**src/ehte_ram.sv**
```systemverilog
// ehte_ram: generic single-write, single-read ram with registered read
`timescale 1ns / 1ps
module ehte_ram #(
    parameter int WIDTH = 8,
    parameter int DEPTH = 16
) (
    input  logic                     i_clk,
    input  logic                     i_we,
    input  logic [$clog2(DEPTH)-1:0] i_waddr,
    input  logic [WIDTH-1:0]         i_wdata,
    input  logic [$clog2(DEPTH)-1:0] i_raddr,
    output logic [WIDTH-1:0]         o_rdata
);
    logic [WIDTH-1:0] r_mem [DEPTH];

    always_ff @(posedge i_clk) begin
        if (i_we) begin
            r_mem[i_waddr] <= i_wdata;
        end
        o_rdata <= r_mem[i_raddr];
    end
endmodule
```
**config.mk**
```make
export PLATFORM = sky130hd
export DESIGN_NAME = ehte_ram
export DESIGN_NICKNAME = d
export VERILOG_FILES = /design/src/ehte_ram.sv
export SDC_FILE = /design/constraint.sdc
export NUM_CORES = 1
export LEC_CHECK = 0
export ABC_AREA = 1
export BUFFER_PORTS_ARGS = -buffer_cell sky130_fd_sc_hd__buf_4
export CAP_MARGIN = 20
export CORE_ASPECT_RATIO = 0.5
export CORE_MARGIN = 8
export CORE_UTILIZATION = 40
export DETAILED_ROUTE_END_ITERATION = 7
export GPL_TIMING_DRIVEN = 0
export PLACE_DENSITY_LB_ADDON = 0.1
export SYNTH_ARGS = -nofsm -noshare
export SYNTH_HDL_FRONTEND = slang
export SYNTH_SLANG_ARGS = --single-unit
```
**constraint.sdc**
```tcl
create_clock -name i_clk -period 1.5 [get_ports i_clk]
set_input_delay 0.15 -clock i_clk [delete_from_list [all_inputs] [get_ports i_clk]]
set_output_delay 0.15 -clock i_clk [all_outputs]
set_load 0.1 [all_outputs]
```
Yosys cells after proc, flatten, opt, wreduce, memory -nomap -nowiden
Memories as Yosys holds them, arrays and structs flattened. A register that Yosys moved wholly into a read port is not among the register bits. Index checks and enable logic that the tools add are counted.

Register bits after elaboration: 0. Memory bits (writable): 128. Bits of input ports: 18. Output and inout bits: 8. Word-level logic and storage cells: 3. Memories kept: 1.

Muxes and demuxes: 2.

Memories: r_mem (depth 16, width 8, rd ports 1, clocked after memory_dff 1, wr ports 1, line 14) `logic [WIDTH-1:0] r_mem [DEPTH];`.

Operators by type and width (number): 1-bit 2-to-1 mux (2).

Logic depth before layout (Yosys ltp)
Depth after elaboration: 2. Gate-level depth with buffers: 8. Depth with buffers taken out: 7.

Least setup slack after synthesis
Ideal clock, no wire load.

Path type: input to register. Start: input port i_waddr[2]. End: memory r_mem[10][0], enable pin. Library setup time: 0.370 ns. Arrival time: 0.731 ns. Data required time: 1.130 ns. Slack: 0.399 ns. Stages: 2. Buffers on the path: 0. Cells stage by stage: nand3b_1 nor2_1.

RTL lines: start: declaration (line 9) `input logic [$clog2(DEPTH)-1:0] i_waddr,`; end: declaration (line 14).

No word-level cell before the write port.

Worst setup path after layout
Start: input port i_waddr[3]. End: memory r_mem[4][0], enable pin.

No word-level cell before the write port.

==> summary.md <==
| Metric | Value |
|---|---|
| Run status | finished clean |
| Gates resized, CTS repair | 0 |
| Proportion of layout cells with a drive suffix above 1 | 12.89% |
| Post-detailed-route DRC marker count | 0 |
| Post-detail-place hpwl | 9967 um |
| Compound-gate portion of the synthesized area | 0% |
| Mux contribution to synthesized area | 0% |
| Row count | 31 |
| Max-cap viol count | 0 |
| Fin crit share | 83.37% |
| Port Buffer Count | 22 |
| Share of the synthesized area in the top cell type | 66.65% |
| Height of the die | 100.9 um |
| Cell type with the largest total area after synthesis | edfxtp_1 |
| Required arrival time at the worst endpoint | 1.54 ns |
| Die area | 18750 um^2 |
| Proportion of register bits with asynchronous set or reset after synthesis | 0% |
| Primary flip-flop cell chosen by synthesis mapping | edfxtp_1 |
| Cell depth of the worst hold path | 1 |
| Maximum number of pins on one net before global-route repair | 17 |
| Number of clock sinks | 136 |
| Peak supply drop | 772.9 uV |
| Max Root-Sink Buffers | 2 |
| Main area contributors after synthesis | edfxtp_1 (67%), nand2_1 (11%), nand3_1 (8.4%), inv_1 (6.5%), dfxtp_1 (2.8%) |
| Most frequent cells after synthesis | nand2_1 (173), edfxtp_1 (128), inv_1 (100) |
| Cell Pwr Density | 1392 nW/um^2 |
| Worst Max-Slew Pin Slew | 1.013 ns |
| Clock root buffer | clkbuf_16 |
| Max Transition Viols Final | 0 |
| Min Clock Period, post-route | 1.250 ns |
| Synthesized Nets | 569 |
| Final worst slack | 0.2495 ns |
| Top-level I/O count | 26 |
| Post-synth EDFFs | 128 |
| R2r worst-path depth | 6 |
| Area overhead of the layout relative to synthesis | 18.01% |
| Starting utilization of the core area | 40.40% |
| Worst setup slack after placement | -0.1964 ns |
| Average vias per placed instance | 4.833 |
| Simple-gate share of the synthesized area | 21.05% |
| Number of distinct standard cells referenced by the synthesized netlist | 12 |
| Average wire per standard cell | 18.75 um |
| Final std cell area, no fill | 6805 um^2 |
| Routed WL | 15060 um |
| Remaining global-route overflow | 0 |
| Sequential fraction of the synthesis area | 69.43% |
| Final setup violation count | 0 |
| Clock transition at the registers of the reported paths | 0.06 ns |
| Signal arrival time at the worst endpoint | 1.29 ns |
| Final total power | 9.473 mW |
| Vias post-DR | 3881 |
| Core area | 14270 um^2 |
| Type of element capturing the critical path | flip-flop |
| Synthesized cell area | 5767 um^2 |
| Synth Area in Adders | 0% |
| Critical Path Source Type | input port |
| Setup repair after global routing missed its margin | no |
| Global-route usage over all layers | 16.82% |
| XOR/XNOR share of the synthesized area | 0% |
| Type of the tightest min-delay check | in2reg |
| Placed cell count | 771 |
| DRT antenna net count | 0 |
| Maximum achievable frequency | 0.7997 GHz |
| Placed inst area | 6180 um^2 |
| Number of hold buffers added after cts | 0 |
| Class of the most critical setup path | in2reg |
| Worst-skew pair later-pin latency | 0.42 ns |
| DRT iter0 DRCs | 321 |
| Clock tree from TritonCTS | built |
| Setup tns final | 0 ns |
| Dominant combinational cell family by area after synthesis | simple AND/OR/NAND/NOR gates |
| GP Congestion | 0.8454 |
| Antenna violations before repair | 0 |
| Total clock buffers created by CTS | 17 |
| Seq cells post-synth | 136 |
| Post-route non-filler standard cell count | 803 |
| Mean Syn Cell Area | 10.47 um^2 |
| Headroom to the max-slew limit | 32.22% |
| Global-route wire length before repair | 22390 um |
| Final-stage net count | 610 |
| Vias in the first global route | 3739 |
| Worst Clk Skew | 0.01222 ns |
| Number of diodes | 0 |
| Hold Violations, Final | 0 |
| Total leakage power | 2.927 nW |
| Post-CTS Setup Repair Bufs | 0 |
| Post-synthesis cell count | 551 |
| H-tree levels | 4 |
| Top fanout value on the critical path | 8 |
| Ys Warns | 0 |
| Library cell with the highest instance count after synthesis | nand2_1 |
| Die span in x | 185.8 um |
| First-pass iteration count of the detailed router | 5 |
==> final timing paths <==
| check | endpoint | slack [ns] | from |
|---|---|---|---|
| worst max-delay path | r_mem[4][0] | 0.25 | i_waddr[3] |
| worst min-delay path | r_mem[15][4] | 0.07 | i_wdata[4] |
| worst max register to register | o_rdata[4] | 0.45 | r_mem[4][4] |
| worst min register to register | o_rdata[6] | 0.70 | r_mem[10][6] |
==> final cells by class <==
| type | count | area (um^2) |
|---|---|---|
| Buffer | 24 | 166.4 |
| Clock buffer | 17 | 425.4 |
| Clock inverter | 15 | 200.2 |
| Fill cell | 1334 | 7468 |
| Inverter | 102 | 382.9 |
| Multi-Input combinational cell | 289 | 1214 |
| Sequential cell | 136 | 4004 |
| Tap cell | 198 | 247.7 |
| Timing Repair Buffer | 22 | 165.2 |
==> cell families after synthesis <==
kind of cell | count (synthesis)
and+or+nand+nor | 289
DFF | 136
buffers and inverters | 126
==> state kept, by name, summed over array words and instances, names as in the netlist <==
register	cells
o_rdata	8
r_mem	128
==> metal layers <==
layer	vias to the layer above	track usage (%)	wire length (um)
met3	23	4.317	999
met2	134	25.99	6881
li1	1857	-	-
met1	1867	22.48	6930
met4	0	6.246	245
met5	-	0	0
==> per-stage QoR <==
step / hold slack, ns / utilization, %
CTS: 0.08506 / 47.68
global route: 0.08701 / 47.68
finish: 0.07397 / 47.68
floorplan: 0.2489 / -
global placement: 0.5121 / 43.29
detailed placement: 0.5159 / 43.29
==> where the power goes <==
group / switching, mW / internal [mW] / leakage [nW]
combinational: 0.582 / 0.189 / 1.41
clock: 1.65 / 2.79 / 0.298
sequential: 0.0208 / 4.25 / 1.22
total: 2.25 / 7.22 / 2.93
==> critical path, stage by stage <==
cell	delay, ns
buf_4	0.12
nand3b_1	0.22
nor2_1	0.80
==> cell usage in the layout, fill, tap and decap left out <==
cell and n:
buf_4 26, nand2_1 173, inv_2 2, edfxtp_1 128
bufinv_16 4, buf_1 1, clkinvlp_4 3, clkinv_2 2
nand3_1 97, clkinv_1 1, inv_1 100, buf_2 13
inv_6 3, clkbuf_16 17, buf_6 6, nor2_1 17
dfxtp_1 8, nand3b_1 2, clkinv_4 2
(Power assumes the default switching activity.)
